[config.mk]
export PLATFORM = sky130hd
export DESIGN_NAME = adct_ctrl
export DESIGN_NICKNAME = d
export VERILOG_FILES = /design/src/rtl/adct_pkg.sv /design/src/rtl/adct_ctrl.sv
export SDC_FILE = /design/constraint.sdc
export NUM_CORES = 1
export LEC_CHECK = 0
export ABC_AREA = 1
export ABC_CLOCK_PERIOD_IN_PS = 3600
export BUFFER_PORTS_ARGS = -buffer_cell sky130_fd_sc_hd__buf_2
export CAP_MARGIN = 20
export CORE_AREA = 2 2 129 131
export CTS_BUF_LIST = sky130_fd_sc_hd__clkbuf_8
export CTS_CLUSTER_SIZE = 14
export DETAILED_ROUTE_END_ITERATION = 16
export DIE_AREA = 0 0 131 133
export GPL_TIMING_DRIVEN = 0
export HOLD_SLACK_MARGIN = 0.05
export PLACE_DENSITY = 0.67
export SLEW_MARGIN = 20
export SYNTH_ARGS = -nofsm -noshare
export SYNTH_HDL_FRONTEND = slang
export SYNTH_SLANG_ARGS = --single-unit
[constraint.sdc]
create_clock -name clk -period 3.6 [get_ports clk]
set_clock_uncertainty 0.2 [all_clocks]
set_input_delay 0.72 -clock clk [delete_from_list [all_inputs] [get_ports clk]]
set_output_delay 0.72 -clock clk [all_outputs]
set_load 0.005 [all_outputs]
[src/rtl/adct_pkg.sv]
// Shared types and constants for the address dedupe cooldown table.
// No dependencies; every other file in rtl/ imports this package.
package adct_pkg;

  localparam int ADDR_W         = 48;
  localparam int TIME_W         = 32;
  localparam int SLOT_FIELD_W   = 5;
  localparam int SLOTS_DEFAULT  = 32;
  localparam logic [TIME_W-1:0] COOLDOWN_RESET = 32'd10000;

  typedef struct packed {
    logic [ADDR_W-1:0] device_address;
    logic [TIME_W-1:0] now_ms;
  } item_t;

  typedef struct packed {
    logic                    suppress;
    logic                    newly_stored;
    logic [SLOT_FIELD_W-1:0] slot_used;
  } result_t;

  // one table entry
  typedef struct packed {
    logic [ADDR_W-1:0] addr;
    logic [TIME_W-1:0] seen_ms;
  } entry_t;

  // search token flags handed from cell to cell
  typedef struct packed {
    logic active;
    logic hit;
    logic suppress;
  } tok_t;

  typedef enum logic [2:0] {
    ST_IDLE   = 3'b001,
    ST_SCAN   = 3'b010,
    ST_FINISH = 3'b100
  } state_t;

endpackage

[src/rtl/adct_ctrl.sv]
// Sequencer: takes items and config writes, launches the search token into
// the cell chain, applies the table update and holds the result.
// Depends on adct_pkg.
module adct_ctrl #(
  parameter int SLOTS  = adct_pkg::SLOTS_DEFAULT,
  parameter int SLOT_W = (SLOTS > 1) ? $clog2(SLOTS) : 1
) (
  input  logic                        clk,
  input  logic                        rst,
  input  logic                        item_valid,
  output logic                        item_stall,
  input  adct_pkg::item_t             item,
  output logic                        result_valid,
  input  logic                        result_stall,
  output adct_pkg::result_t           result,
  input  logic                        cfg_valid,
  output logic                        cfg_ready,
  input  logic [adct_pkg::TIME_W-1:0] cfg_data,
  output adct_pkg::item_t             query,
  output logic [adct_pkg::TIME_W-1:0] cooldown,
  output adct_pkg::tok_t              launch_tok,
  input  adct_pkg::tok_t              last_tok,
  input  logic [SLOT_W-1:0]           last_idx,
  output logic                        wr_en,
  output logic [SLOT_W-1:0]           wr_slot,
  output adct_pkg::entry_t            wr_entry
);
  import adct_pkg::*;

  localparam logic [SLOT_W-1:0] LAST_SLOT = SLOT_W'(SLOTS - 1);

  state_t            state;
  state_t            state_next;
  logic              launch;
  logic [SLOT_W-1:0] pointer;
  logic              res_hit;
  logic              res_suppress;
  logic [SLOT_W-1:0] res_idx;
  logic              accept;
  logic              out_free;
  logic              finish;

  assign item_stall = (state != ST_IDLE);
  assign accept     = item_valid && !item_stall;
  assign cfg_ready  = 1'b1;
  assign out_free   = !result_valid || !result_stall;
  assign finish     = (state == ST_FINISH) && out_free;

  assign launch_tok.active   = launch;
  assign launch_tok.hit      = 1'b0;
  assign launch_tok.suppress = 1'b0;

  // suppressed sightings leave the table untouched
  assign wr_en          = finish && !res_suppress;
  assign wr_slot        = res_hit ? res_idx : pointer;
  assign wr_entry.addr    = query.device_address;
  assign wr_entry.seen_ms = query.now_ms;

  always_comb begin
    state_next = state;
    case (state)
      ST_IDLE:   if (accept) state_next = ST_SCAN;
      ST_SCAN:   if (last_tok.active) state_next = ST_FINISH;
      ST_FINISH: if (out_free) state_next = ST_IDLE;
      default:   state_next = ST_IDLE;
    endcase
  end

  always_ff @(posedge clk) begin
    if (rst) begin
      state    <= ST_IDLE;
      launch   <= 1'b0;
      pointer  <= '0;
      cooldown <= COOLDOWN_RESET;
    end else begin
      state  <= state_next;
      launch <= accept;
      if (cfg_valid && cfg_ready) begin
        cooldown <= cfg_data;
      end
      if (finish && !res_hit) begin
        pointer <= (pointer == LAST_SLOT) ? '0 : pointer + 1'b1;
      end
    end
  end

  always_ff @(posedge clk) begin
    if (accept) begin
      query <= item;
    end
    if ((state == ST_SCAN) && last_tok.active) begin
      res_hit      <= last_tok.hit;
      res_suppress <= last_tok.hit && last_tok.suppress;
      res_idx      <= last_idx;
    end
  end

  always_ff @(posedge clk) begin
    if (rst) begin
      result_valid <= 1'b0;
    end else if (finish) begin
      result_valid <= 1'b1;
    end else if (!result_stall) begin
      result_valid <= 1'b0;
    end
  end

  always_ff @(posedge clk) begin
    if (finish) begin
      result.suppress     <= res_suppress;
      result.newly_stored <= !res_hit;
      result.slot_used    <= SLOT_FIELD_W'(res_hit ? res_idx : pointer);
    end
  end

endmodule

Word-level counts from Yosys, hierarchy flattened
Cells that the tools add are included.
{ "totals": {"ff_bits": 136, "latchBits": 0, "ram_bits": 0, "romBits": 0, "word_cells": 44, "mem_count": 0} }
{ "classes": {"n_addsub": 1, "n_mul": 0, "div_mod_pow": 0, "magnitude_cmp": 0, "eq_ne": 9, "shifts": 0, "muxes": 8, "bitwise": 0, "reduce_logical": 13} }
{ "op_table": {"columns": ["op", "count"], "rows": [
  ["$mux W5", 2],
  ["$mux W3", 3],
  ["$pmux W3 S3", 1],
  ["$logic_and A1 B1 Y1", 6],
  ["$ne A2 B2 Y1 const B", 3],
  ["$add A5 B1 Y5 const B", 1],
  ["$eq A5 B5 Y1 const B", 1],
  ["$logic_not A1 Y1", 5],
  ["$eq A3 B1 Y1 const B", 1],
  ["$eq A3 B2 Y1 const B", 1],
  ["$eq A3 B3 Y1 const B", 1],
  ["$ne A3 B1 Y1 const B", 1],
  ["$reduce_and A3 Y1", 1],
  ["$mux W1", 2],
  ["$ne A2 B1 Y1 const B", 1],
  ["$logic_or A1 B1 Y1", 1]
]} }

Logic depth before layout (Yosys ltp)
{ "logic_depth": {"ltp_word": 5, "mapped_depth": 7, "mapped_depth_nobuf": 7} }

Least setup slack after synthesis
OpenSTA, ideal clock, no wires.
{ "synth_timing": {"kind": "input-to-reg", "from": "input item_valid", "to": "register query[0] (netlist name), enable pin", "setup_ps": 434, "arrival_time_ps": 2425, "t_required_ps": 2966, "setup_slack_ps": 541, "cell_stages": 2, "n_path_buf": 0, "path_cell_list": "nand4_1 > inv_1"} }
{ "synth_via": {"elab_chain_cells": 1} }
{ "synth_rtl": {"columns": ["element", "line_no", "text"], "rows": [
  ["from (decl)", "adct_ctrl.sv:10", "input logic item_valid,"],
  ["$logic_and A1 B1 Y1", "adct_ctrl.sv:44", "assign accept = item_valid && !item_stall;"],
  ["named net accept", "adct_ctrl.sv:39", "logic accept;"],
  ["to (signal assigned)", "adct_ctrl.sv:89", "query <= item;"],
  ["to (decl)", "adct_ctrl.sv:19", "output adct_pkg::item_t query,"]
]} }
The timed path passes the listed nets, and every way through them passes these cells.
A chain may end at the register's enable or synchronous reset.

Worst setup path in the final report
{ "layout_timing": {"from": "register res_hit", "to": "output wr_slot[0]"} }
{ "layout_via": {"elab_chain_cells": 1} }
{ "layout_rtl": {"columns": ["element", "line_no", "text"], "rows": [
  ["from (decl)", "adct_ctrl.sv:36", "logic res_hit;"],
  ["from (signal assigned)", "adct_ctrl.sv:92", "res_hit <= last_tok.hit;"],
  ["$mux W5", "adct_ctrl.sv:55", "assign wr_slot = res_hit ? res_idx : pointer;"],
  ["to (decl)", "adct_ctrl.sv:25", "output logic [SLOT_W-1:0] wr_slot,"]
]} }
No other way between the ends.

==> results.cfg <==
[yosys]
synth.avg_cell_area_sq_um = 12.5
ys_types = 23
yosys.area.top_type = edfxtp_1
synth_ff_type = edfxtp_1
synthArstFlopShare_pct = 0
synth_edf_count = 94
syn_area_sq_um = 5150
synth_top_area_share_pct = 54.8
ys_warn_count = 0
synth_common_cells = 94 x edfxtp_1, 84 x buf_4, 61 x nor2_1
synth_most_common_cell = edfxtp_1
ys_top_cells_by_area = edfxtp_1 55%, dfxtp_1 16%, buf_4 12%, nor2_1 4.4%, o21ai_0 2.8%
yosys_register_bits = 136
synth_seq_area_share_pct = 71.1
synthCells = 411

[floorplan]
start_util_pct = 31.9
die_x_um = 131
die_area_sq_um = 17400
std_cell_rows = 47
core_area_sq_um = 16200
pin_count = 336
die-height_um = 133

[clock_tree]
root_buffer = clkbuf_8
cts_post_setup_buffers_inserted = 0
cts_sinks = 136
clk_pin_slew_worst_paths_ns = 0.07
cts_tree = yes
h-tree-depth = 4
numCtsBuffers = 17
cts_resized = 0
cts.path.max_buffers = 2
clk_latency_ns = 0.43
cts_hold_repair.buffers = 0

[routing]
first_pass_iters = 4
drc = 0
dr_total_vias = 4082
postRouteAntennaNets = 0
routedWlPerCell_um = 14.5
totalWireLength_um = 14500
drtIter0Drc = 198
vias_per_cell = 4.09

[layout]
fin_nets = 891
insertedDiodeCount = 0
area_growth_syn_to_layout_pct = 45.7
fin_area_sq_um = 7510
drive_gt1_share_pct = 58.8

[global_route]
grt_overflow = 0
grt_usage_pct = 15.8
grt_pass1_vias = 3839
grt_first_pass_wirelength_um = 20300
grt_max_degree = 50
antenna_found_initial = 0

[critical_path]
path_max_fanout = 10
required_ns = 2.68
start_kind = flip-flop
cp.arrival_ns = 1.43
cpMaxStageDelayCell = edfxtp_1
path_class = reg -> out
end_kind = output port
path_cells = buf_6 -> or2_1 -> o21a_1 -> buf_2
slowest_delay_ns = 0.38

[timing]
finalCritPeriodShare_pct = 65.4
whs_ns = 0.256
rsz0062_at_grt = no
period_minus_slack_ns = 2.35
hold_viol = 0
fin_ws_ns = 1.25
fmax_mhz = 425
slew_viol_final = 0
setup_viol = 0

[place]
port_buffers = 332
place_ws_ns = 1.29
globalplace.congestion = 0.829
dpl_cell_area_sq_um = 7130
dp.final_hpwl_um = 11300

[status]
status = finished, final reports clean

[power_and_ir_drop]
ir_worst_vdd_uv = 197
powerDensity_nw_per_um2 = 474
leakage_nw = 3.64

[hold_path]
hp-class = reg -> reg

[flow_run]
cap_violations = 0
stage by stage:
step	total power (W)	util, %	std cells	setup TNS (ns)
after floorplan	0.00209	-	412	0
after global placement	0.00237	43.9	964	-26.02
after detailed placement	0.00238	44.1	965	0
after CTS	0.00362	46.4	997	0
after global routing	0.00372	46.4	997	0
final	0.00356	46.4	997	0
flip-flops by register name, indices dropped and copies added, names as in the netlist:
signal        flops
query            80
result_valid      1
pointer           5
cooldown         32
res_suppress      1
launch            1
res_hit           1
result            7
res_idx           5
state             3
placed cells by master, fill, tap and decap left out, types with 2 or more instances in the layout:
master	n
a21oi_1	8
buf_2	337
buf_4	84
bufinv_16	2
clkbuf_1	5
clkbuf_8	20
clkinv_2	4
conb_1	3
dfxtp_1	42
edfxtp_1	94
ha_1	2
inv_1	21
inv_2	2
inv_4	2
nand2_1	36
nand3_1	8
nand4_1	6
nor2_1	61
nor2_4	2
o21ai_0	29
report_power, final:
part / internal [W] / switching [W]
Sequential: 0.00180 / 0.0000556
Clock: 0.000656 / 0.000570
Combinational: 0.000264 / 0.000219
Total: 0.00272 / 0.000845
cell families (layout without fill, tap and decap cells):
| kind of cell | Yosys count | after routing | synth area share [%] |
|---|---|---|---|
| and+or+nand+nor | 116 | 116 | 9.56 |
| adders and majority gates | 2 | 2 | 0.485 |
| buffers and inverters | 115 | 480 | 14.8 |
| DFF | 136 | 136 | 71.1 |
| other | 2 | 3 | 0.146 |
| AOI/OAI and AO/OA | 40 | 40 | 3.98 |
final cells by class:
cell class | instances | area, sq um
Fill cell | 1555 | 8660
Multi-Input combinational cell | 161 | 734
Inverter | 20 | 77.6
Tap cell | 220 | 275
Clock inverter | 12 | 109
Buffer | 95 | 686
Clock buffer | 20 | 275
Sequential cell | 136 | 3660
Timing Repair Buffer | 333 | 1690
routing by layer:
| layer | share of wire, % | global-route usage, % |
|---|---|---|
| met1 | 39 | 17.3 |
| met5 | 0 | 0 |
| met4 | 1.7 | 5.67 |
| met3 | 8.9 | 6.55 |
| met2 | 51 | 27.1 |
critical path, delay by kind of cell, from the launching register on:
| kind | cells | cell delay (ns) |
|---|---|---|
| compound gates | 1 | 0.13 |
| buf+inv | 2 | 0.28 |
| flops | 1 | 0.38 |
| simple gates | 1 | 0.22 |
final timing paths:
path                                          startpoint                        to  slack (ns)  cells after the start
worst max-delay path                   res_hit$_DFFE_PP_                wr_slot[0]        1.25                      4
worst min-delay path            cooldown[4]$_SDFFE_PP1P_  cooldown[4]$_SDFFE_PP1P_        0.26                      2
worst max register to register     state[2]$_SDFFE_PP0P_       query[33]$_DFFE_PP_        1.60                      4
worst min register to register  cooldown[4]$_SDFFE_PP1P_  cooldown[4]$_SDFFE_PP1P_        0.26                      2
No activity file was read; power rests on OpenSTA's default activity.
