--- src/rtl/adct_pkg.sv ---
// Shared types and constants for the address dedupe cooldown table.
// No dependencies; every other file in rtl/ imports this package.
package adct_pkg;

  localparam int ADDR_W         = 48;
  localparam int TIME_W         = 32;
  localparam int SLOT_FIELD_W   = 5;
  localparam int SLOTS_DEFAULT  = 32;
  localparam logic [TIME_W-1:0] COOLDOWN_RESET = 32'd10000;

  typedef struct packed {
    logic [ADDR_W-1:0] device_address;
    logic [TIME_W-1:0] now_ms;
  } item_t;

  typedef struct packed {
    logic                    suppress;
    logic                    newly_stored;
    logic [SLOT_FIELD_W-1:0] slot_used;
  } result_t;

  // one table entry
  typedef struct packed {
    logic [ADDR_W-1:0] addr;
    logic [TIME_W-1:0] seen_ms;
  } entry_t;

  // search token flags handed from cell to cell
  typedef struct packed {
    logic active;
    logic hit;
    logic suppress;
  } tok_t;

  typedef enum logic [2:0] {
    ST_IDLE   = 3'b001,
    ST_SCAN   = 3'b010,
    ST_FINISH = 3'b100
  } state_t;

endpackage

--- src/rtl/adct_cell.sv ---
// One table slot: holds an address and its last-accepted time, checks the
// passing search token against it and forwards the token to the next slot.
// Depends on adct_pkg.
module adct_cell #(
  parameter int SLOTS  = adct_pkg::SLOTS_DEFAULT,
  parameter int INDEX  = 0,
  parameter int SLOT_W = (SLOTS > 1) ? $clog2(SLOTS) : 1
) (
  input  logic                       clk,
  input  logic                       rst,
  input  adct_pkg::item_t            query,
  input  logic [adct_pkg::TIME_W-1:0] cooldown,
  input  adct_pkg::tok_t             tok_in,
  input  logic [SLOT_W-1:0]          idx_in,
  output adct_pkg::tok_t             tok_out,
  output logic [SLOT_W-1:0]          idx_out,
  input  logic                       wr_en,
  input  logic [SLOT_W-1:0]          wr_slot,
  input  adct_pkg::entry_t           wr_entry
);
  import adct_pkg::*;

  localparam logic [SLOT_W-1:0] MY_IDX = SLOT_W'(INDEX);

  entry_t            entry;
  logic              match;
  logic [TIME_W-1:0] elapsed;

  assign match   = (entry.addr == query.device_address);
  assign elapsed = query.now_ms - entry.seen_ms;

  always_ff @(posedge clk) begin
    if (rst) begin
      entry <= '0;
    end else if (wr_en && (wr_slot == MY_IDX)) begin
      entry <= wr_entry;
    end
  end

  // first match along the chain wins; later cells pass it through
  always_ff @(posedge clk) begin
    if (rst) begin
      tok_out <= '0;
    end else begin
      tok_out.active <= tok_in.active;
      if (tok_in.active && !tok_in.hit && match) begin
        tok_out.hit      <= 1'b1;
        tok_out.suppress <= (elapsed < cooldown);
      end else begin
        tok_out.hit      <= tok_in.hit;
        tok_out.suppress <= tok_in.suppress;
      end
    end
  end

  always_ff @(posedge clk) begin
    if (tok_in.active && !tok_in.hit && match) begin
      idx_out <= MY_IDX;
    end else begin
      idx_out <= idx_in;
    end
  end

endmodule

--- config.mk ---
export PLATFORM = sky130hd
export DESIGN_NAME = adct_cell
export DESIGN_NICKNAME = d
export VERILOG_FILES = /design/src/rtl/adct_pkg.sv /design/src/rtl/adct_cell.sv
export SDC_FILE = /design/constraint.sdc
export NUM_CORES = 1
export LEC_CHECK = 0
export BUFFER_PORTS_ARGS = -buffer_cell sky130_fd_sc_hd__buf_4
export CORE_MARGIN = 2
export CORE_UTILIZATION = 52
export CTS_BUF_LIST = sky130_fd_sc_hd__clkbuf_8
export CTS_CLUSTER_DIAMETER = 200
export DETAILED_ROUTE_END_ITERATION = 10
export PLACE_DENSITY_LB_ADDON = 0.05
export SLEW_MARGIN = 20
export SYNTH_ARGS = -nofsm -noshare
export SYNTH_HDL_FRONTEND = slang
export SYNTH_SLANG_ARGS = --single-unit
--- constraint.sdc ---
create_clock -name clk -period 5.8 [get_ports clk]
set_input_delay 1.16 -clock clk [delete_from_list [all_inputs] [get_ports clk]]
set_output_delay 1.16 -clock clk [all_outputs]
set_load 0.1 [all_outputs]
# [Yosys cells after proc, flatten, opt, wreduce, memory -nomap -nowiden]
# Cells that the tools add are included.
[totals] regBits=88 latchBits=0 ramBits=0 romBits=0 input_bits=208 out_inout_bits=8 n_memories=0
[classes] n_addsub=1 multipliers=0 n_div=0 magnitude_cmp=1 eq_ne=1 n_shift=0 mux=1 n_bitwise=0 reduce_logical=5
[op_table] op="$eq 48x48->1" n=1
[op_table] op="$lt 32x32->1" n=1
[op_table] op="$sub 32x32->32" n=1
[op_table] op="$logic_not 5->1" n=1
[op_table] op="$logic_and 1x1->1" n=3
[op_table] op="$mux 2" n=1
[op_table] op="$logic_not 1->1" n=1

# [Depth between registers and ports, before layout]
# Gate-level depths: netlist of run 1.
[logic_depth] word_depth=4 depth_mapped=19 ltp_nobuf=19

# [Least setup slack after synthesis of run 1]
# No wires, ideal clock.
[synth_timing] path_kind="input -> register" startpoint="in query[0] (netlist bit)" endpoint="reg tok_out[0] (netlist bit)" setup_time_ns=0.058 arrival_time_ns=4.488 t_required_ns=5.742 path_slack_ns=1.254 stages=18 n_path_buf=0 path_cell_list="inv_1 -> ha_1 -> inv_1 -> fa_1 -> a21o_1 -> a221o_1 -> a41o_1 -> o211a_1 -> o31ai_4 -> o41ai_1 -> xor2_1 -> ha_1 -> a21o_1 -> a211oi_1 -> o21a_1 -> o21ai_0 -> a311oi_1 -> a31o_2"
[synth_between] elab_chain_len=3
[synth_rtl] element="start, declared" line="adct_cell.sv:11" rtl="input adct_pkg::item_t query,"
[synth_rtl] element="$sub 32x32->32" line="adct_cell.sv:30" rtl="assign elapsed = query.now_ms - entry.seen_ms;"
[synth_rtl] element="$lt 32x32->1" line="adct_cell.sv:48" rtl="tok_out.suppress <= (elapsed < cooldown);"
[synth_rtl] element="$mux 2" line="adct_cell.sv:46" rtl="if (tok_in.active && !tok_in.hit && match) begin"
[synth_rtl] element="end, declared" line="adct_cell.sv:15" rtl="output adct_pkg::tok_t tok_out,"
# Every way passes these cells.
# A chain may end at the register's enable or synchronous reset.

# [Worst setup path after layout of run 1]
# Same ends and word-level chain as after synthesis.

==> results.md, run 1 <==
* EDFF count, synth at 0
* GRT met1 Usage at between 30% and 40%
* Detailed Route Iter0 Violations at 352
* Mean Syn Cell Area at approximately 7.4 sq um
* Synthesis Warnings at 0
* F_max at 0.208 GHz
* Hold buffer count at cts at 0
* Hold Violations, Final at 0
* Layout cell share with drive strength beyond 1 at 23.6%
* RD Place Congestion at 0.955
* Largest net degree at the start of global routing at 85
* Vias in the first global route at 5851
* Die width at ~110 microns
* Setup TNS Final at 0 ns
* Status: finished clean
* Worst R2R Path Depth at 16
* Port bufs at about 220
* Reg clk slew, reported paths at roughly 0.09 ns
* Synth-to-layout area growth at 32.0%
* Clk_lat worst skew at ~0.38 ns
* CP Cell Sequence: buf_4 -> inv_1 -> ha_1 -> inv_1 -> fa_1 -> a21o_1 -> a221o_1 -> a41o_1 -> o211a_1 -> o31ai_4 -> o41ai_1 -> xor2_1 -> ha_1 -> and3_1 -> nand4_1 -> nor4_1 -> a311oi_1 -> a31o_2
* Worst-Margin Slew at between 0.8 and 0.9 ns
* Net Count, Synth at around 1100
* DIE HEIGHT at approximately 110 microns
* Hold path cells at 2
* Critical path fanouts, max at 3
* Cell count after placement at ~1100
* Slew Limit Fails at 0
* Mapped cell area at 6010 sq um
* Worst path arrival time at roughly 5 ns
* PD cells at 187 nW/um^2
* CTS Buf Count at 9
* First-pass GRT wire length at 27600 microns
* I/O pins at roughly 220
* Biggest area consumer among synthesized cells: dfxtp_1
* Worst Path Required at just over 6 ns
* Via/cell ratio at about 5.2
* Period utilization at about 83%
* RSZ-0062 raised after global routing: false
* CP max stage cell: fa_1
* Final cell count without fillers at 1154
* All-Layer GR Usage at roughly 27%
* Clock buffer depth at 2
* Per-cell routed wire length at 14.9 microns
* Slowest stage delay, CP at 0.41 ns
* Footprint of the multi-input gates at 3850 sq um
* Finished Core Util at approximately 70%
* Initial antenna violation count at 0
* Post-synthesis sequential area ratio at approximately 30%
* Std-Cell Rows at 39
* Top cells by count, synth: nand2_1 (185), a21oi_1 (119), dfxtp_1 (88), inv_1 (77), ha_1 (62)
* Max Cap Viol at 0
* Root Buffer: clkbuf_8
* Busiest grt layer: met2
* Total iterations of the first detailed-routing run at 4
* Synth top area cells: dfxtp_1 (29%), ha_1 (13%), nand2_1 (12%)
* Storage element area at around 1800 sq um
* Routed WL at 17200 microns
* CP endpoint kind: register
* CTS-repair resized insts at 0
* Final setup vio count at 0
* Filler cells at 1074
* Core area at between 10000 and 15000 sq um
* Met3 Usage GRT at approximately 7%
* HP Class: register to register
* Post-CTS Setup Inserts at 0
* Setup crit start kind: input pin
* Placed wire-length estimate at 13700 microns
* Relative slew slack at ~40%
* Antenna cells at 0
* Post-synthesis register bit count at 88
* Post-DRT Antenna Nets at 0
* Synth Instances at just over 800
* Minimum clock period at just under 5 ns
* Critical path class: input pin to register
* Post-layout nets at between 1000 and 1500
* Top-count cell post-synth: nand2_1
* H-tree depth at 3
* CTS Sinks at a little under 90
* Vias at 6053
* P_leak at ~0.0034 uW
* Top-area cell type share of the netlist area at just under 30%
* Most common flop cell mapped by yosys: dfxtp_1
* Async set-reset flop share out of synthesis at 0%
* Maximum VDD drop at roughly 160 uV
* Cell variety after synth at 47
* DRC Markers at 0
* Clock Skew at ~0.020 ns
* Grt ovf at 0
* CTS tree: yes
* DIE AREA at about 12000 sq um
* Met2 usage at 49.0%
* Initial core utilization at about 53%
-- flip-flops by register name (all words and copies together), names as in the netlist --
register / count
entry: 80
idx_out: 5
tok_out: 3
-- layout by cell type (no fill, tap or decap), drive strengths merged, types with 20 or more instances in the layout --
cell	instances
buf	218
nand2	185
a21oi	119
dfxtp	88
inv	80
ha	62
xnor2	37
xor2	37
o21ai	26
nor2	20
-- cell type report --
class | instances | area share [%]
repair buffers | 218 | 20.6
well taps | 143 | 2.26
flip-flops and latches | 88 | 22.2
clock inverters | 7 | 1.18
multi-input cells | 612 | 48.5
clock buffers | 9 | 1.56
inverters | 77 | 3.64
-- stage by stage --
stage | setup WS (ns) | power (uW) | cell area (sq um) | hold slack (ns)
finish | 0.984 | 1480 | 7930 | 0.457
global route | 0.651 | 1560 | 7930 | 0.475
CTS | 1.04 | 1490 | 7930 | 0.459
detailed placement | 0.685 | 1020 | 7710 | 0.446
global placement | 0.746 | 1010 | 7710 | 0.443
floorplan | 1.25 | 849 | 6010 | 0.436
-- final timing paths --
path	from	end	slack, ns
worst max-delay path	query[0]	tok_out[0]$_SDFF_PP0_	0.98
worst min-delay path	entry[2]$_SDFFE_PP0P_	entry[2]$_SDFFE_PP0P_	0.46
worst max register to register	entry[0]$_SDFFE_PP0P_	tok_out[0]$_SDFF_PP0_	1.58
worst min register to register	entry[2]$_SDFFE_PP0P_	entry[2]$_SDFFE_PP0P_	0.46
-- per-layer routing --
layer,part of all wire (%),up-vias
met5,0,-
met4,1.7,0
met3,6.5,19
met2,51,148
met1,40,2762
li1,-,3124
-- where the power goes --
group | internal [uW] | switching [uW]
Clock | 243 | 232
Combinational | 198 | 192
Sequential | 611 | 3.06
-- critical path, delay by kind of cell --
| family | cells | cell delay (ns) |
|---|---|---|
| fa+ha+maj | 3 | 0.87 |
| simple gates | 3 | 0.69 |
| xor+xnor | 1 | 0.16 |
| compound gates | 8 | 1.99 |
| buf+inv | 3 | 0.20 |
-- kinds of logic after synthesis --
| kind of cell | Yosys count | synth area share, % |
|---|---|---|
| buffers and inverters | 107 | 6.68 |
| AO/OA/AOI/OAI | 208 | 20.9 |
| XOR/XNOR | 74 | 10.8 |
| flip-flops | 88 | 29.3 |
| adder cells (fa/ha/maj) | 63 | 13.2 |
| AND/OR/NAND/NOR | 267 | 19.1 |
(Power assumes the default switching activity.)
==> run 2: changes to the inputs <==
- CORE_UTILIZATION: 52 -> 47
- clock period: 5.8 -> 3.9 ns (I/O delays scaled with it)
==> run 2 against run 1 <==
Against the previous run: the flow now finishes with violations (negative setup slack); count of clock-buffer cells in the layout up 1; register-to-register slack got worse by 1.5 ns; setup slack got worse by 1.1 ns; first-iteration DRC count shrank 7.7%; die area up 10%; non-clock buffer count up 43; global-route usage decreased by 1.4 points; largest power group unchanged.
==> results.md, run 2 (synthesis results as in run 1) <==
* Via/cell ratio at 5.06 (-3.6%)
* Per-cell routed wire length at 14.5 microns (-3.3%)
* Largest net degree at the start of global routing at 81 (-4.7%)
* Worst R2R Path Depth at 17 (+1)
* Finished Core Util at 66.2% (-3.6 points)
* Detailed Route Iter0 Violations at 325 (-7.7%)
* Relative slew slack at 42.6% (+2.3 points)
* Comb power frac at 28.8% (+2.4 points)
* Core area at 12600 sq um (+11%)
* NetSw at 663 uW (+55%)
* First-pass GRT wire length at 27500 microns (-0.30%)
* Layout cell share with drive strength beyond 1 at 27.2% (+3.6 points)
* Most frequent cells in the layout: buf_4 (260), nand2_1 (185), a21oi_1 (119)
* Final worst setup slack at -0.166 ns (-1.15 ns)
* Initial antenna violation count at 0 (unchanged)
* Crit Reg-Reg Startpoint: entry[0]$_SDFFE_PP0P_
* Initial core utilization at 47.8% (-5.0 points)
* H-tree depth at 3 (unchanged)
* Maximum VDD drop at 257 uV (+58%)
* Reg clk slew, reported paths at 0.09 ns (about the same)
* Max FFs per register at 80 (unchanged)
* Cell Int Power at 1560 uW (+49%)
* Grt ovf at 0 (unchanged)
* Max Cap Viol at 0 (unchanged)
* Total iterations of the first detailed-routing run at 5 (+1)
* DIE HEIGHT at 117 microns (+5.0%)
* Antenna cells at 0 (unchanged)
* Root Buffer: clkbuf_8
* PD cells at 268 nW/um^2 (+43%)
* Post-layout nets at 1320 (+3.4%)
* Worst-Margin Slew at 0.861 ns (-0.0339 ns)
* Port bufs at 215 (unchanged)
* CTS tree: yes
* Clk network pwr share at 30.2% (-2.0 points)
* Post-DRT Antenna Nets at 0 (unchanged)
* Share of power burned in registers at 41.0% (-0.5 points)
* Sw frac at 29.8% (+0.90 points)
* Final setup vio count at 1 (+1)
* Hold Path Sink: entry[3]$_SDFFE_PP0P_
* I/O pins at 216 (unchanged)
* Clock Skew at 0.0124 ns (-0.00801 ns)
* Die width at 117 microns (+5.0%)
* Period utilization at 104%
* HP Class: register to register
* P_leak at 0.00366 uW (+6.0%)
* Minimum clock period at 4.07 ns
* Post-CTS Setup Inserts at 0 (unchanged)
* DIE AREA at 13700 sq um (+10%)
* WHS at 0.457 ns (-0.000301 ns)
* Clk_lat worst skew at 0.38 ns (about the same)
* Vias at 6198 (+2.4%)
* Largest regs: entry (80), idx_out (5), tok_out (3)
* Worst Path Required at 4.23 ns (-1.83 ns)
* Reg with most FFs: entry
* DRC Markers at 0 (unchanged)
* Slew Limit Fails at 0 (unchanged)
* Status: finished with violations
* Critical path fanouts, max at 3 (unchanged)
* CTS Sinks at 88 (unchanged)
* Placed wire-length estimate at 14200 microns (+3.6%)
* CTS Buf Count at 9 (unchanged)
* Synth-to-layout area growth at 38.4%
* F_max at 0.246 GHz
* Setup crit start kind: input pin
* Routed WL at 17700 microns (+2.8%)
* Startpoint of the worst hold path: entry[3]$_SDFFE_PP0P_
* Clock buffer depth at 2 (unchanged)
* All-Layer GR Usage at 25.9% (-1.4 points)
* Critical path class: input pin to register
* CP endpoint kind: register
* Hold Violations, Final at 0 (unchanged)
* Failing checks: negative setup slack
* RSZ-0062 raised after global routing: true
* Worst path arrival time at 4.40 ns (-0.67 ns)
* Vias in the first global route at 5968 (+2.0%)
* Hold buffer count at cts at 0 (unchanged)
* Leading cell type in the layout, fill and taps excluded: buf_4
* Std-Cell Rows at 41 (+5.1%)
* Hold path cells at 2 (unchanged)
* RR Endpoint: tok_out[0]$_SDFF_PP0_
* RD Place Congestion at 0.966 (+1.1%)
* Internal reg-to-reg setup slack at 0.05 ns (-1.53 ns)
run 2: cell types whose count changed in the layout (fill, tap and decap cells not counted), sizes merged:
cell,previous run,this run
clkbuf,9,10
bufinv,2,1
buf,218,261
run 2: layer usage:
layer / vias to the layer above / routed length [microns] / track usage (%)
met5: - / 0 / 0
met4: 0 / 600 / 11.8
met1: 2777 / 7150 / 29.1
met3: 39 / 1110 / 6.59
met2: 176 / 8850 / 46.2
li1: 3206 / - / -
run 2: power by group through the flow:
stage                     logic, uW  clock network (uW)  registers [uW]
after CTS                       638                 692             913
after global placement          626                   0             934
final                           641                 673             913
after detailed placement        630                   0             934
after floorplan                 299                   0             965
after global routing            707                 722             914
run 2: worst max path at each step:
| stage | from | to | slack (ns) |
|---|---|---|---|
| after global placement | query[0] | tok_out[0]$_SDFF_PP0_ | -0.64 |
| after floorplan | query[0] | tok_out[0]$_SDFF_PP0_ | -0.20 |
| final | query[0] | tok_out[0]$_SDFF_PP0_ | -0.17 |
| after CTS | query[0] | tok_out[0]$_SDFF_PP0_ | -0.15 |
| after detailed placement | query[0] | tok_out[0]$_SDFF_PP0_ | -0.66 |
| after global routing | query[0] | tok_out[0]$_SDFF_PP0_ | -0.45 |
run 2: layout make-up:
type                    instances  area [sq um]
clock buffers                  10           138
clock inverters                 6          67.6
fillers                      1189          4250
inverters                      77           289
multi-input cells             612          3870
flip-flops and latches         88          1760
well taps                     172           215
repair buffers                261          1970
run 2: critical path: stages:
cell and delay [ns]:
buf_4 0.11, inv_1 0.05, ha_1 0.15, inv_1 0.05
fa_2 0.35, a21o_1 0.19, a221o_1 0.37, a41o_1 0.26
o211a_1 0.29, o31ai_4 0.26, o41ai_2 0.10, xor2_1 0.16
ha_1 0.30, a21o_1 0.17, a211oi_2 0.24, o21a_1 0.14
o21ai_0 0.07, a311oi_1 0.20, a31o_2 0.13
run 2: timing repair:
| item | 4_1_cts | 5_1_grt |
|---|---|---|
| gates resized for setup | 3 | 1 |
| pin swaps | 1 | 0 |
| setup endpoints to repair | 1 | 1 |
run 2: metrics by stage:
step | area (sq um) | setup WS (ns) | TNS (ns) | std cells | power, uW
final | 8320 | -0.166 | -0.166 | 1226 | 2230
after global routing | 8320 | -0.452 | -0.452 | 1226 | 2340
after CTS | 8310 | -0.146 | -0.146 | 1226 | 2240
after detailed placement | 8100 | -0.661 | -0.661 | 1210 | 1560
after global placement | 8100 | -0.637 | -0.637 | 1210 | 1560
after floorplan | 6020 | -0.198 | -0.198 | 807 | 1260
